[src/design/sfpm_pkg.sv]
package sfpm_pkg;

    // Fixed widths of the transaction fields.
    localparam int SLOT_W    = 4;
    localparam int MAX_SLOTS = 16;
    localparam int FLAGS_W   = 14;
    localparam int MASK_W    = 15;
    localparam int LIMIT_W   = 16;
    localparam int THRESH_W  = 11;

    // Operation codes; codes above OP_CONFIG all re-evaluate the pins.
    localparam logic [2:0] OP_ASSIGN   = 3'd0;
    localparam logic [2:0] OP_UNASSIGN = 3'd1;
    localparam logic [2:0] OP_CABLE    = 3'd2;
    localparam logic [2:0] OP_CONFIG   = 3'd3;

    // Function codes accepted by an assign.
    localparam logic [7:0] FUNC_OR  = 8'h08;
    localparam logic [7:0] FUNC_AND = 8'h09;

    // Configuration register indexes.
    localparam logic CFG_CHARGER_LIMIT   = 1'b0;
    localparam logic CFG_CHARGER_CHECKED = 1'b1;

    // Enumerated limit used while the device is not configured.
    localparam logic [LIMIT_W-1:0] DEFAULT_ENUM_MA = 16'd100;

    typedef enum logic [1:0] {
        ST_IDLE,
        ST_WALK,
        ST_FIN
    } t_state;

    // One stored pin entry.
    typedef struct packed {
        logic                is_and;
        logic                active_hi;
        logic [MASK_W-1:0]   mask;
        logic [MASK_W-1:0]   inv;
        logic [THRESH_W-1:0] thresh;
    } t_entry;

    // Commands from the controller to the datapath.
    typedef struct packed {
        logic accept;
        logic walk;
        logic load;
    } t_cmd;

    // Status from the datapath to the controller.
    typedef struct packed {
        logic eval_op;
        logic walk_last;
        logic out_busy;
    } t_stat;

endpackage

[src/design/sfpm_ctrl.sv]
module sfpm_ctrl (
    input  logic            i_clk,
    input  logic            i_rst_n,
    input  logic            i_in_valid,
    output logic            o_in_ready,
    input  sfpm_pkg::t_stat i_stat,
    output sfpm_pkg::t_cmd  o_cmd
);
    import sfpm_pkg::*;

    t_state r_state;
    t_state n_state;

    // State register.
    always_ff @(posedge i_clk) begin
        if (!i_rst_n) begin
            r_state <= ST_IDLE;
        end else begin
            r_state <= n_state;
        end
    end

    // Next state and commands.
    always_comb begin
        n_state    = r_state;
        o_cmd      = '0;
        o_in_ready = 1'b0;
        unique case (r_state)
            ST_IDLE: begin
                o_in_ready = 1'b1;
                if (i_in_valid) begin
                    o_cmd.accept = 1'b1;
                    n_state      = i_stat.eval_op ? ST_WALK : ST_FIN;
                end
            end
            ST_WALK: begin
                o_cmd.walk = 1'b1;
                if (i_stat.walk_last) begin
                    n_state = ST_FIN;
                end
            end
            ST_FIN: begin
                // Hand the result over once the output register is free.
                if (!i_stat.out_busy) begin
                    o_cmd.load = 1'b1;
                    n_state    = ST_IDLE;
                end
            end
            default: begin
                n_state = ST_IDLE;
            end
        endcase
    end

endmodule

[src/design/sfpm_dp.sv]
module sfpm_dp #(
    parameter int SLOTS = 16
) (
    input  logic                                i_clk,
    input  logic                                i_rst_n,
    input  sfpm_pkg::t_cmd                      i_cmd,
    output sfpm_pkg::t_stat                     o_stat,
    input  logic                                i_cfg_we,
    input  logic                                i_cfg_idx,
    input  logic [sfpm_pkg::LIMIT_W-1:0]        i_cfg_data,
    input  logic [2:0]                          i_operation,
    input  logic [sfpm_pkg::SLOT_W-1:0]         i_slot,
    input  logic [7:0]                          i_function_code,
    input  logic                                i_active_high,
    input  logic [sfpm_pkg::MASK_W-1:0]         i_flag_mask,
    input  logic [sfpm_pkg::MASK_W-1:0]         i_invert_mask,
    input  logic [9:0]                          i_threshold_code,
    input  logic [8:0]                          i_cable_flags,
    input  logic [sfpm_pkg::LIMIT_W-1:0]        i_limit_ma,
    input  logic                                i_configured,
    input  logic                                i_protocol_error,
    input  logic                                i_charger_attached,
    input  logic                                i_out_ready,
    output logic                                o_out_valid,
    output logic [SLOTS-1:0]                    o_pin_levels,
    output logic [sfpm_pkg::FLAGS_W-1:0]        o_status_flags,
    output logic [sfpm_pkg::LIMIT_W-1:0]        o_current_limit_ma,
    output logic                                o_accepted
);
    import sfpm_pkg::*;

    localparam int IW = (SLOTS > 1) ? $clog2(SLOTS) : 1;
    localparam logic [SLOT_W:0] SLOT_LIMIT = (SLOT_W + 1)'(SLOTS);

    // Configuration registers.
    logic [LIMIT_W-1:0] r_chg_cfg;
    logic               r_checked;

    // Flag and limit state.
    logic [8:0]         r_cable_f;
    logic               r_enum_f;
    logic               r_chg_f;
    logic               r_proto_f;
    logic [LIMIT_W-1:0] r_cable_lim;
    logic [LIMIT_W-1:0] r_enum_lim;
    logic [LIMIT_W-1:0] r_best;

    // Pin table, enables and levels.
    t_entry             r_table [SLOTS];
    logic [SLOTS-1:0]   r_en;
    logic [SLOTS-1:0]   r_pins;
    logic [IW-1:0]      r_idx;
    logic               r_acc;

    // Output register.
    logic               r_out_valid;
    logic [SLOTS-1:0]   r_out_pins;
    logic [FLAGS_W-1:0] r_out_flags;
    logic [LIMIT_W-1:0] r_out_lim;
    logic               r_out_acc;

    // Decoded transaction.
    logic               slot_ok;
    logic               func_ok;
    logic               eval_op;
    logic [IW-1:0]      slot_idx;
    t_entry             new_entry;

    // Next flag and limit values of an evaluating transaction.
    logic [8:0]         n_cable_f;
    logic               n_enum_f;
    logic [LIMIT_W-1:0] n_cable_lim;
    logic [LIMIT_W-1:0] n_enum_lim;
    logic [LIMIT_W-1:0] n_chg_lim;
    logic [LIMIT_W-1:0] max_ec;
    logic [LIMIT_W-1:0] n_best;

    // Per-entry evaluation.
    logic [FLAGS_W-1:0] flags;
    t_entry             cur;
    logic               capable;
    logic [MASK_W-1:0]  masked;
    logic               hit;
    logic               level;

    assign slot_ok   = {1'b0, i_slot} < SLOT_LIMIT;
    assign func_ok   = (i_function_code == FUNC_OR) || (i_function_code == FUNC_AND);
    assign eval_op   = (i_operation != OP_ASSIGN) && (i_operation != OP_UNASSIGN);
    assign slot_idx  = i_slot[IW-1:0];

    assign new_entry.is_and    = (i_function_code == FUNC_AND);
    assign new_entry.active_hi = i_active_high;
    assign new_entry.mask      = i_flag_mask;
    assign new_entry.inv       = i_invert_mask;
    assign new_entry.thresh    = {i_threshold_code, 1'b0};

    // Flag and limit update, then the largest of the three limits.
    always_comb begin
        n_cable_f   = r_cable_f;
        n_cable_lim = r_cable_lim;
        n_enum_f    = r_enum_f;
        n_enum_lim  = r_enum_lim;
        if (i_operation == OP_CABLE) begin
            n_cable_f   = i_cable_flags;
            n_cable_lim = i_limit_ma;
        end
        if (i_operation == OP_CONFIG) begin
            n_enum_f   = i_configured;
            n_enum_lim = i_configured ? i_limit_ma : DEFAULT_ENUM_MA;
        end
        n_chg_lim = i_charger_attached ? r_chg_cfg : '0;
        max_ec    = (n_enum_lim > n_chg_lim) ? n_enum_lim : n_chg_lim;
        n_best    = (n_cable_lim > max_ec) ? n_cable_lim : max_ec;
    end

    // Level of the entry under the walk index; bit 14 is the capability flag.
    assign flags   = {r_proto_f, r_enum_f, 1'b0, r_chg_f, r_checked, r_cable_f};
    assign cur     = r_table[r_idx];
    assign capable = r_best >= {{(LIMIT_W - THRESH_W){1'b0}}, cur.thresh};
    assign masked  = ({capable, flags} ^ cur.inv) & cur.mask;
    assign hit     = cur.is_and ? (masked == cur.mask) : (masked != '0);
    assign level   = ~(hit ^ cur.active_hi);

    // Configuration writes.
    always_ff @(posedge i_clk) begin
        if (!i_rst_n) begin
            r_chg_cfg <= '0;
            r_checked <= 1'b0;
        end else if (i_cfg_we) begin
            if (i_cfg_idx == CFG_CHARGER_LIMIT) begin
                r_chg_cfg <= i_cfg_data;
            end else begin
                r_checked <= i_cfg_data[0];
            end
        end
    end

    // Flag and limit registers, taken with an evaluating transaction.
    always_ff @(posedge i_clk) begin
        if (!i_rst_n) begin
            r_cable_f   <= '0;
            r_enum_f    <= 1'b0;
            r_chg_f     <= 1'b0;
            r_proto_f   <= 1'b0;
            r_cable_lim <= '0;
            r_enum_lim  <= '0;
            r_best      <= '0;
        end else if (i_cmd.accept && eval_op) begin
            r_cable_f   <= n_cable_f;
            r_enum_f    <= n_enum_f;
            r_chg_f     <= i_charger_attached;
            r_proto_f   <= i_protocol_error;
            r_cable_lim <= n_cable_lim;
            r_enum_lim  <= n_enum_lim;
            r_best      <= n_best;
        end
    end

    // Entry payload; only enabled entries are ever read.
    always_ff @(posedge i_clk) begin
        if (i_cmd.accept && (i_operation == OP_ASSIGN) && slot_ok && func_ok) begin
            r_table[slot_idx] <= new_entry;
        end
    end

    // Entry enables, walk index, pin levels and the accepted flag.
    always_ff @(posedge i_clk) begin
        if (!i_rst_n) begin
            r_en   <= '0;
            r_pins <= '0;
            r_idx  <= '0;
            r_acc  <= 1'b0;
        end else begin
            if (i_cmd.accept) begin
                r_idx <= '0;
                r_acc <= (i_operation == OP_ASSIGN) && slot_ok && func_ok;
                if (slot_ok && (i_operation == OP_ASSIGN) && func_ok) begin
                    r_en[slot_idx] <= 1'b1;
                end
                if (slot_ok && (i_operation == OP_UNASSIGN)) begin
                    r_en[slot_idx] <= 1'b0;
                end
            end
            if (i_cmd.walk) begin
                r_idx <= r_idx + 1'b1;
                if (r_en[r_idx]) begin
                    r_pins[r_idx] <= level;
                end
            end
        end
    end

    // Output register valid flag.
    always_ff @(posedge i_clk) begin
        if (!i_rst_n) begin
            r_out_valid <= 1'b0;
        end else if (i_cmd.load) begin
            r_out_valid <= 1'b1;
        end else if (i_out_ready) begin
            r_out_valid <= 1'b0;
        end
    end

    // Output payload.
    always_ff @(posedge i_clk) begin
        if (i_cmd.load) begin
            r_out_pins  <= r_pins;
            r_out_flags <= flags;
            r_out_lim   <= r_best;
            r_out_acc   <= r_acc;
        end
    end

    assign o_stat.eval_op   = eval_op;
    assign o_stat.walk_last = (r_idx == IW'(SLOTS - 1));
    assign o_stat.out_busy  = r_out_valid && !i_out_ready;

    assign o_out_valid        = r_out_valid;
    assign o_pin_levels       = r_out_pins;
    assign o_status_flags     = r_out_flags;
    assign o_current_limit_ma = r_out_lim;
    assign o_accepted         = r_out_acc;

endmodule

[src/design/status_flag_pin_mapper_top.sv]
// Sequence: an assign or unassign goes from idle straight to the finish state; an evaluating
// operation first walks the pin entries, one entry per cycle, then finishes. The finish state
// loads the result into the output register once that register is free, and a new transaction
// is taken only in idle, after the result of the last one has been loaded.
// Reset: synchronous, active low; all entries disabled, flags, limits and pin levels cleared.
module status_flag_pin_mapper_top #(
    parameter int PIN_SLOTS = 16
) (
    input  logic         i_clk,
    input  logic         i_rst_n,
    input  logic         i_cfg_we,
    input  logic         i_cfg_idx,
    input  logic [15:0]  i_cfg_data,
    input  logic         i_in_valid,
    output logic         o_in_ready,
    input  logic [2:0]   i_operation,
    input  logic [3:0]   i_slot,
    input  logic [7:0]   i_function_code,
    input  logic         i_active_high,
    input  logic [14:0]  i_flag_mask,
    input  logic [14:0]  i_invert_mask,
    input  logic [9:0]   i_threshold_code,
    input  logic [8:0]   i_cable_flags,
    input  logic [15:0]  i_limit_ma,
    input  logic         i_configured,
    input  logic         i_protocol_error,
    input  logic         i_charger_attached,
    output logic         o_out_valid,
    input  logic         i_out_ready,
    output logic [15:0]  o_pin_levels,
    output logic [13:0]  o_status_flags,
    output logic [15:0]  o_current_limit_ma,
    output logic         o_accepted
);
    import sfpm_pkg::*;

    // Slots above the reach of the slot field are never used.
    localparam int SLOTS = (PIN_SLOTS < MAX_SLOTS) ? PIN_SLOTS : MAX_SLOTS;

    t_cmd             cmd;
    t_stat            stat;
    logic [SLOTS-1:0] pins;

    // Sequencer.
    sfpm_ctrl u_ctrl (
        .i_clk      (i_clk),
        .i_rst_n    (i_rst_n),
        .i_in_valid (i_in_valid),
        .o_in_ready (o_in_ready),
        .i_stat     (stat),
        .o_cmd      (cmd)
    );

    // Flags, limits, pin table and output register.
    sfpm_dp #(
        .SLOTS (SLOTS)
    ) u_dp (
        .i_clk              (i_clk),
        .i_rst_n            (i_rst_n),
        .i_cmd              (cmd),
        .o_stat             (stat),
        .i_cfg_we           (i_cfg_we),
        .i_cfg_idx          (i_cfg_idx),
        .i_cfg_data         (i_cfg_data),
        .i_operation        (i_operation),
        .i_slot             (i_slot),
        .i_function_code    (i_function_code),
        .i_active_high      (i_active_high),
        .i_flag_mask        (i_flag_mask),
        .i_invert_mask      (i_invert_mask),
        .i_threshold_code   (i_threshold_code),
        .i_cable_flags      (i_cable_flags),
        .i_limit_ma         (i_limit_ma),
        .i_configured       (i_configured),
        .i_protocol_error   (i_protocol_error),
        .i_charger_attached (i_charger_attached),
        .i_out_ready        (i_out_ready),
        .o_out_valid        (o_out_valid),
        .o_pin_levels       (pins),
        .o_status_flags     (o_status_flags),
        .o_current_limit_ma (o_current_limit_ma),
        .o_accepted         (o_accepted)
    );

    assign o_pin_levels = 16'(pins);

endmodule
[config.mk]
export PLATFORM = sky130hd
export DESIGN_NAME = status_flag_pin_mapper_top
export DESIGN_NICKNAME = d
export VERILOG_FILES = /design/src/design/sfpm_pkg.sv /design/src/design/sfpm_ctrl.sv /design/src/design/sfpm_dp.sv /design/src/design/status_flag_pin_mapper_top.sv
export SDC_FILE = /design/constraint.sdc
export NUM_CORES = 1
export LEC_CHECK = 0
export BUFFER_PORTS_ARGS = -buffer_cell sky130_fd_sc_hd__buf_2
export CAP_MARGIN = 20
export CORE_MARGIN = 2
export CORE_UTILIZATION = 26
export CTS_CLUSTER_DIAMETER = 100
export DETAILED_ROUTE_END_ITERATION = 8
export GPL_ROUTABILITY_DRIVEN = 0
export PLACE_DENSITY = 0.47
export SKIP_LAST_GASP = 1
export SLEW_MARGIN = 5
export SYNTH_ARGS = -nofsm -noshare
export SYNTH_HDL_FRONTEND = slang
export SYNTH_SLANG_ARGS = --single-unit
[constraint.sdc]
create_clock -name i_clk -period 7.45 [get_ports i_clk]
set_clock_uncertainty 0.2 [all_clocks]
set_input_delay 0.745 -clock i_clk [delete_from_list [all_inputs] [get_ports i_clk]]
set_output_delay 0.745 -clock i_clk [all_outputs]
set_load 0.01 [all_outputs]
==> summary.md, run 1 <==
| Metric | Value |
|---|---|
| Outcome | `finished clean` |
| CTS root buf | `clkbuf_16` |
| Yosys warns | `0` |
| Vias in the first global route | `around 19000` |
| Crit path to | `u_dp.r_pins[14]$_SDFFE_PN0P_` |
| Arr. time, crit path | `6.20 ns` |
| Design area | `39800 um^2` |
| R2R Setup Slk | `1.59 ns` |
| Worst Reg-to-Reg Cells | `12` |
| Drt total wl | `93400 um` |
| Post-Syn Instances | `1959` |
| First-pass GRT wire length | `135000 um` |
| Fin. max-slew vios | `0` |
| Resized cells post-CTS | `0` |
| NumNets Final | `between 2000 and 2500` |
| Die area | `133000 um^2` |
| Req. time, crit path | `7.79 ns` |
| Fmax | `171 MHz` |
| Placed cell area | `37000 um^2` |
| RSZ-0062 raised after global routing | `false` |
| Clk buf depth | `3` |
| Post-synthesis register bit count | `839` |
| Setup crit start kind | `flop` |
| Peak supply drop | `roughly 0.00017 V` |
| Crit-path max FO | `43` |
| Minimum clock period | `5.86 ns` |
| Crit path kind | `reg2reg` |
| Post-detail-place hpwl | `57100 um` |
| N_diodes | `0` |
| Core area | `129000 um^2` |
| Pint | `7.75 mW` |
| Post-route ant nets | `0` |
| Measured slew at the worst slew-check pin | `roughly 1.1 ns` |
| Count of boundary I/O pins | `155` |
| Drt initial violations | `1722` |
| Commonest non-fill, non-tap cells in the layout | `718 x edfxtp_1, 201 x nand2_1, 187 x mux4_2` |
| Hold violation total from the final report | `0` |
| H-tree levels | `3` |
| Flop pwr share | `51.6%` |
| Layout fillers | `12700` |
| Post-CTS Setup Repair Bufs | `0` |
| Post-synth cell types | `68` |
| Setup TNS | `0 ns` |
| Worst-Skew Late Latency | `roughly 0.67 ns` |
| Max Cap Violations | `0` |
| Commonest non-fill, non-tap cell in the layout | `edfxtp_1` |
| Crit path capture type | `flop` |
| Max_slew headroom | `between 20% and 30%` |
| Num CTS Buffers | `just over 90` |
| Post-synth EDFFs | `718` |
| Comb pwr share | `6.1%` |
| Initial Utilization | `26.2%` |
| CTS tree | `done` |
| Final setup viols | `0` |
| First-pass DRT Iterations | `5` |
| Drt drc | `0` |
| P per Cell Area | `252 nW/um^2` |
| Area delta synth->final | `17.2%` |
| Leakage | `12.9 nW` |
| Chip Width | `~370 um` |
| Top_reg_cell synth | `edfxtp_1` |
| Hold-fix buffers, CTS | `0` |
| Clock power share | `42.3%` |
| Async S/R FF share, synth | `0%` |
| RR Endpoint | `u_dp.r_pins[14]$_SDFFE_PN0P_` |
| Post-Syn Nets | `~2100` |
| Psw | `2.27 mW` |
| Clock-pin slew on the worst setup and hold paths | `0.06 ns` |
| Initial antenna violation count | `21` |
| Tcrit/Tclk final | `78.7%` |
| Mapped Area | `33900 um^2` |
| Vias | `18800` |
| Avg Cell Area, Syn | `17.3 um^2` |
| Num rows | `132` |
| Design Power | `10.0 mW` |
| Largest net degree at the start of global routing | `72` |
| Gr usage total | `13.9%` |
| Sequential area share after synthesis | `70.7%` |
| HP Class | `in2reg` |
| Share of layout cells above drive strength 1 | `26.7%` |
| Wire length per cell | `23.6 um` |
| CTS Sinks | `839` |
| DR vias/cell | `4.74` |
| Min-delay src | `i_cable_flags[1]` |
| Number of port buffers | `153` |
| DIE HEIGHT | `365 um` |
| Overflow left after global routing | `0` |
| Sw frac | `22.7%` |
-- how the worst min path moves through the flow --
| stage | end | slack (ns) | cells past startpoint |
|---|---|---|---|
| 2_1_floorplan | u_dp.o_pin_levels[10]$_DFFE_PP_ | 0.20 | 0 |
| 3_3_place_gp | u_dp.o_accepted$_DFFE_PP_ | 0.22 | 0 |
| 3_5_place_dp | u_dp.o_pin_levels[10]$_DFFE_PP_ | 0.22 | 0 |
| 4_1_cts | u_dp.r_cable_f[1]$_SDFFE_PN0P_ | 0.08 | 3 |
| 5_1_grt | u_dp.r_cable_f[4]$_SDFFE_PN0P_ | 0.11 | 3 |
| 6_report | u_dp.r_cable_f[1]$_SDFFE_PN0P_ | 0.13 | 3 |
-- power by group through the flow --
| stage | registers (mW) | logic [mW] | clock network (mW) |
|---|---|---|---|
| after floorplan | 5.25 | 0.387 | 0 |
| after global placement | 5.27 | 0.603 | 0 |
| after detailed placement | 5.27 | 0.612 | 0 |
| after CTS | 5.17 | 0.614 | 4.36 |
| after global routing | 5.18 | 0.672 | 4.53 |
| final | 5.17 | 0.609 | 4.24 |
-- worst max-delay path, stage by stage (launching register included) --
cell and delay, ns:
dfxtp_4 0.94, mux4_2 0.63, mux4_2 0.54, inv_1 0.09, ha_1 0.24, a21o_1 0.15
a2111oi_0 0.63, o211ai_1 0.43, xor2_1 0.37, nand2b_1 0.17, nand4b_2 0.54, and2_4 0.49
a311oi_1 0.26
-- per-stage QoR --
stage / std cells / worst slack [ns] / utilization (%) / hold WS, ns
finish: 3964 / 1.59 / 30.7 / 0.127
global route: 3964 / 1.06 / 30.7 / 0.108
CTS: 3962 / 1.43 / 30.7 / 0.0764
detailed placement: 3795 / 1.10 / 28.6 / 0.223
global placement: 3792 / 1.18 / 28.5 / 0.219
floorplan: 1959 / 1.37 / - / 0.203
-- cells in the mapped netlist, types with 20 or more instances --
cell	instances	area (um^2)
inv_1	40	150
a21oi_1	56	280
o21ai_0	33	165
nand3_1	31	155
edfxtp_1	718	21600
clkbuf_1	64	240
ha_1	45	563
mux4_2	187	4210
mux2_2	32	360
mux2i_1	31	310
a21boi_0	37	278
nand2_1	201	754
and3_1	20	125
nor2_1	60	225
dfxtp_1	121	2420
-- per-layer routing --
metal | GRT usage, % | share of wire [%] | vias to the layer above
met5 | 0 | 0.17 | -
met4 | 3.40 | 2.3 | 26
met3 | 2.80 | 5.2 | 172
met2 | 22.4 | 47 | 515
met1 | 19.3 | 46 | 9889
li1 | - | - | 8192
-- area by class of cell --
type,instances,area [um^2],area share (%)
sequential,839,24000,60.3
clock buffer,120,2430,6.10
inverter,41,154,0.387
clock inverter,47,359,0.902
tap,1742,2180,5.48
multi-input combinational,970,9440,23.7
timing repair buffer,205,1230,3.09
-- flip-flops by register name, summed over array words and instances (netlist names), 2 cells and up, named ones only --
signal,count
u_ctrl.r_state,2
u_dp.o_current_limit_ma,16
u_dp.o_pin_levels,16
u_dp.o_status_flags,13
u_dp.r_best,16
u_dp.r_cable_f,9
u_dp.r_cable_lim,16
u_dp.r_chg_cfg,16
u_dp.r_en,15
u_dp.r_enum_lim,16
u_dp.r_idx,4
u_dp.r_pins,16
u_dp.r_table,672
-- kinds of logic (layout without fill, tap and decap cells) --
family                     count (synthesis)  in the layout  synth area share (%)
other                                      1              1                0.0110
adders and majority gates                 46             46                  1.69
and+or+nand+nor                          397            397                  5.39
DFF                                      839            839                  70.7
AOI/OAI and AO/OA                        262            262                  5.53
xor gates and xnor gates                  14             14                 0.361
buffers and inverters                    150            413                  1.98
muxes                                    250            250                  14.4
Note: power is estimated with default switching activity, not from simulation.
==> run 2, diff against run 1 <==
--- a/config.mk
+++ b/config.mk
@@ -12,7 +12,7 @@
 export CTS_CLUSTER_DIAMETER = 100
 export DETAILED_ROUTE_END_ITERATION = 8
 export GPL_ROUTABILITY_DRIVEN = 0
-export PLACE_DENSITY = 0.47
+export PLACE_DENSITY = 0.49
 export SKIP_LAST_GASP = 1
 export SLEW_MARGIN = 5
 export SYNTH_ARGS = -nofsm -noshare
==> constraint.sdc (replaced) <==
create_clock -name i_clk -period 5.1 [get_ports i_clk]
set_clock_uncertainty 0.2 [all_clocks]
set_input_delay 0.51 -clock i_clk [delete_from_list [all_inputs] [get_ports i_clk]]
set_output_delay 0.51 -clock i_clk [all_outputs]
set_load 0.01 [all_outputs]
==> run 2 against run 1 <==
Critical path depth rose by 13. Final area rose by 4.3%. Worst setup slack got worse by 1.4 ns. Sequential power rose by 46%. Largest power group unchanged. First-iteration DRC count rose by 4.0%. Global-route usage rose by 0.18 points. Routed wire length rose by 1.2%. Hold slack got worse by 0.063 ns.
==> summary.md, run 2 (synthesized netlist as in run 1, its figures left out) <==
| Metric | Value |
|---|---|
| Outcome | `finished clean` |
| DR vias/cell | `4.71 (-0.74%)` |
| Clk buf depth | `3 (unchanged)` |
| Core area | `129000 um^2 (unchanged)` |
| P per Cell Area | `368 nW/um^2 (+46%)` |
| Final hold slack | `0.0640 ns (-0.0634 ns)` |
| Max Cap Violations | `0 (unchanged)` |
| Num rows | `132 (unchanged)` |
| CTS tree | `done` |
| Chip Width | `365 um (unchanged)` |
| Arr. time, crit path | `5.33 ns (-0.87 ns)` |
| Tcrit/Tclk final | `roughly 97%` |
| First-pass GRT wire length | `138000 um (+1.9%)` |
| Worst Hold Path Cells | `3 (unchanged)` |
| Number of port buffers | `153 (unchanged)` |
| Wire length per cell | `23.0 um (-2.3%)` |
| Die area | `133000 um^2 (unchanged)` |
| Drt initial violations | `1791 (+4.0%)` |
| Drt drc | `0 (unchanged)` |
| Overflow left after global routing | `0 (unchanged)` |
| CTS Sinks | `839 (unchanged)` |
| Largest net degree at the start of global routing | `68 (-5.6%)` |
| Max reg flops | `672 (unchanged)` |
| Most flops, register | `u_dp.r_table` |
| Worst-Skew Late Latency | `0.67 ns (about the same)` |
| Gr usage total | `14.1% (+0.18 points)` |
| R2R Setup Slk | `0.20 ns (-1.39 ns)` |
| Initial Utilization | `26.2% (unchanged)` |
| Vias | `19300 (+2.8%)` |
| Final std cells w/o fill | `4106 (+3.6%)` |
| Num CTS Buffers | `91 (unchanged)` |
| Commonest non-fill, non-tap cell in the layout | `edfxtp_1` |
| CTS root buf | `clkbuf_16` |
| Req. time, crit path | `5.49 ns (-2.30 ns)` |
| Measured slew at the worst slew-check pin | `1.01 ns (-0.0503 ns)` |
| Fin util | `32.1% (+1.3 points)` |
| Max_slew headroom | `32.9% (+3.6 points)` |
| Final setup viols | `0 (unchanged)` |
| Crit-path max FO | `13 (-70%)` |
| Vias in the first global route | `20100 (+3.9%)` |
| Peak supply drop | `0.000250 V (+46%)` |
| Hold-critical path endpoint | `u_dp.o_out_valid$_SDFFE_PN0P_` |
| Crit path kind | `in2reg` |
| Post-detail-place hpwl | `59100 um (+3.5%)` |
| DIE HEIGHT | `365 um (unchanged)` |
| Design Power | `15.3 mW (+52%)` |
| HP Class | `in2reg` |
| Worst Reg-to-Reg Cells | `13 (+1)` |
| Fin. max-slew vios | `0 (unchanged)` |
| Hold violation total from the final report | `0 (unchanged)` |
| Min-delay src | `i_out_ready` |
| Setup crit start kind | `input port` |
| Initial antenna violation count | `17 (-19%)` |
| H-tree levels | `3 (unchanged)` |
| Clock-pin slew on the worst setup and hold paths | `0.06 ns (about the same)` |
| First-pass DRT Iterations | `6 (+1)` |
| Post-route ant nets | `0 (unchanged)` |
| Area delta synth->final | `22.3%` |
| Share of layout cells above drive strength 1 | `28.9% (+2.2 points)` |
| Leakage | `13.6 nW (+6.1%)` |
| Commonest non-fill, non-tap cells in the layout | `718 x edfxtp_1, 201 x nand2_1, 187 x mux4_2` |
| Post-placement cell count | `3854 (+1.6%)` |
| Fmax | `202 MHz` |
| Minimum clock period | `4.94 ns` |
| Drt total wl | `94500 um (+1.2%)` |
| Count of boundary I/O pins | `155 (unchanged)` |
| NumNets Final | `2433 (+5.8%)` |
| RR Endpoint | `u_dp.r_pins[4]$_SDFFE_PN0P_` |
| Crit path capture type | `flop` |
==> run 2: metrics by stage <==
stage          area (um^2)  TNS (ns)  setup slack (ns)
2_1_floorplan        34100         0            0.0146
3_3_place_gp         37700     -7.25            -0.480
3_5_place_dp         37700     -7.37            -0.506
4_1_cts              41400         0            0.0387
5_1_grt              41500    -0.336           -0.0482
6_report             41500         0             0.161
==> run 2: worst max-delay path: stages <==
cell	delay, ns
buf_2	0.13
buf_4	0.16
nand3b_1	0.21
buf_12	0.18
a21oi_2	0.14
inv_1	0.06
ha_1	0.28
and4_1	0.23
a221o_1	0.35
a221oi_2	0.24
o221ai_2	0.15
o31ai_4	0.11
buf_4	0.18
mux2_2	0.34
ha_1	0.29
a21oi_1	0.14
o22ai_1	0.10
o21a_1	0.19
o21ai_2	0.16
a21oi_2	0.09
a2111oi_4	0.32
nor2_2	0.09
buf_4	0.17
or3_1	0.31
a31oi_1	0.17
==> run 2: worst max-delay path by stage <==
stage | from | endpoint | slack [ns] | cells past startpoint
2_1_floorplan | i_operation[2] | u_dp.r_best[11]$_SDFFE_PN0P_ | 0.01 | 25
5_1_grt | i_operation[2] | u_dp.r_best[11]$_SDFFE_PN0P_ | -0.05 | 24
3_5_place_dp | i_operation[0] | u_dp.r_best[6]$_SDFFE_PN0P_ | -0.51 | 23
6_report | i_operation[2] | u_dp.r_best[11]$_SDFFE_PN0P_ | 0.16 | 25
4_1_cts | flop | u_dp.r_pins[4]$_SDFFE_PN0P_ | 0.04 | 13
3_3_place_gp | i_operation[0] | u_dp.r_best[15]$_SDFFE_PN0P_ | -0.48 | 24
==> run 2: what timing repair did <==
action                                  in CTS  in global routing
hold buffers                                69                  0
gates resized for setup                      0                 14
setup buffers                                0                  4
hold endpoints to repair                   668                  0
endpoints found under the setup margin       0                 32
==> run 2: power breakdown <==
part	internal [mW]	total [mW]	switching, mW
clock network	3.87	6.60	2.73
logic	0.523	1.13	0.609
registers	7.49	7.55	0.0550
==> run 2: per-layer routing <==
| metal | vias up | GRT usage, % | part of all wire (%) |
|---|---|---|---|
| li1 | 8480 | - | - |
| met1 | 10100 | 19.2 | 45 |
| met2 | 548 | 22.7 | 47 |
| met3 | 141 | 3.29 | 6.1 |
| met4 | 16 | 3.25 | 1.9 |
| met5 | - | 0 | 0.12 |
==> run 2: final cells by class <==
| type | instances | area [um^2] |
|---|---|---|
| fillers | 12600 | 88000 |
| diodes | 3 | 7.51 |
| clock buffers | 127 | 2470 |
| multi-input cells | 971 | 9580 |
| flip-flops and latches | 839 | 24000 |
| repair buffers | 338 | 2600 |
| well taps | 1742 | 2180 |
| inverters | 41 | 154 |
| clock inverters | 45 | 529 |
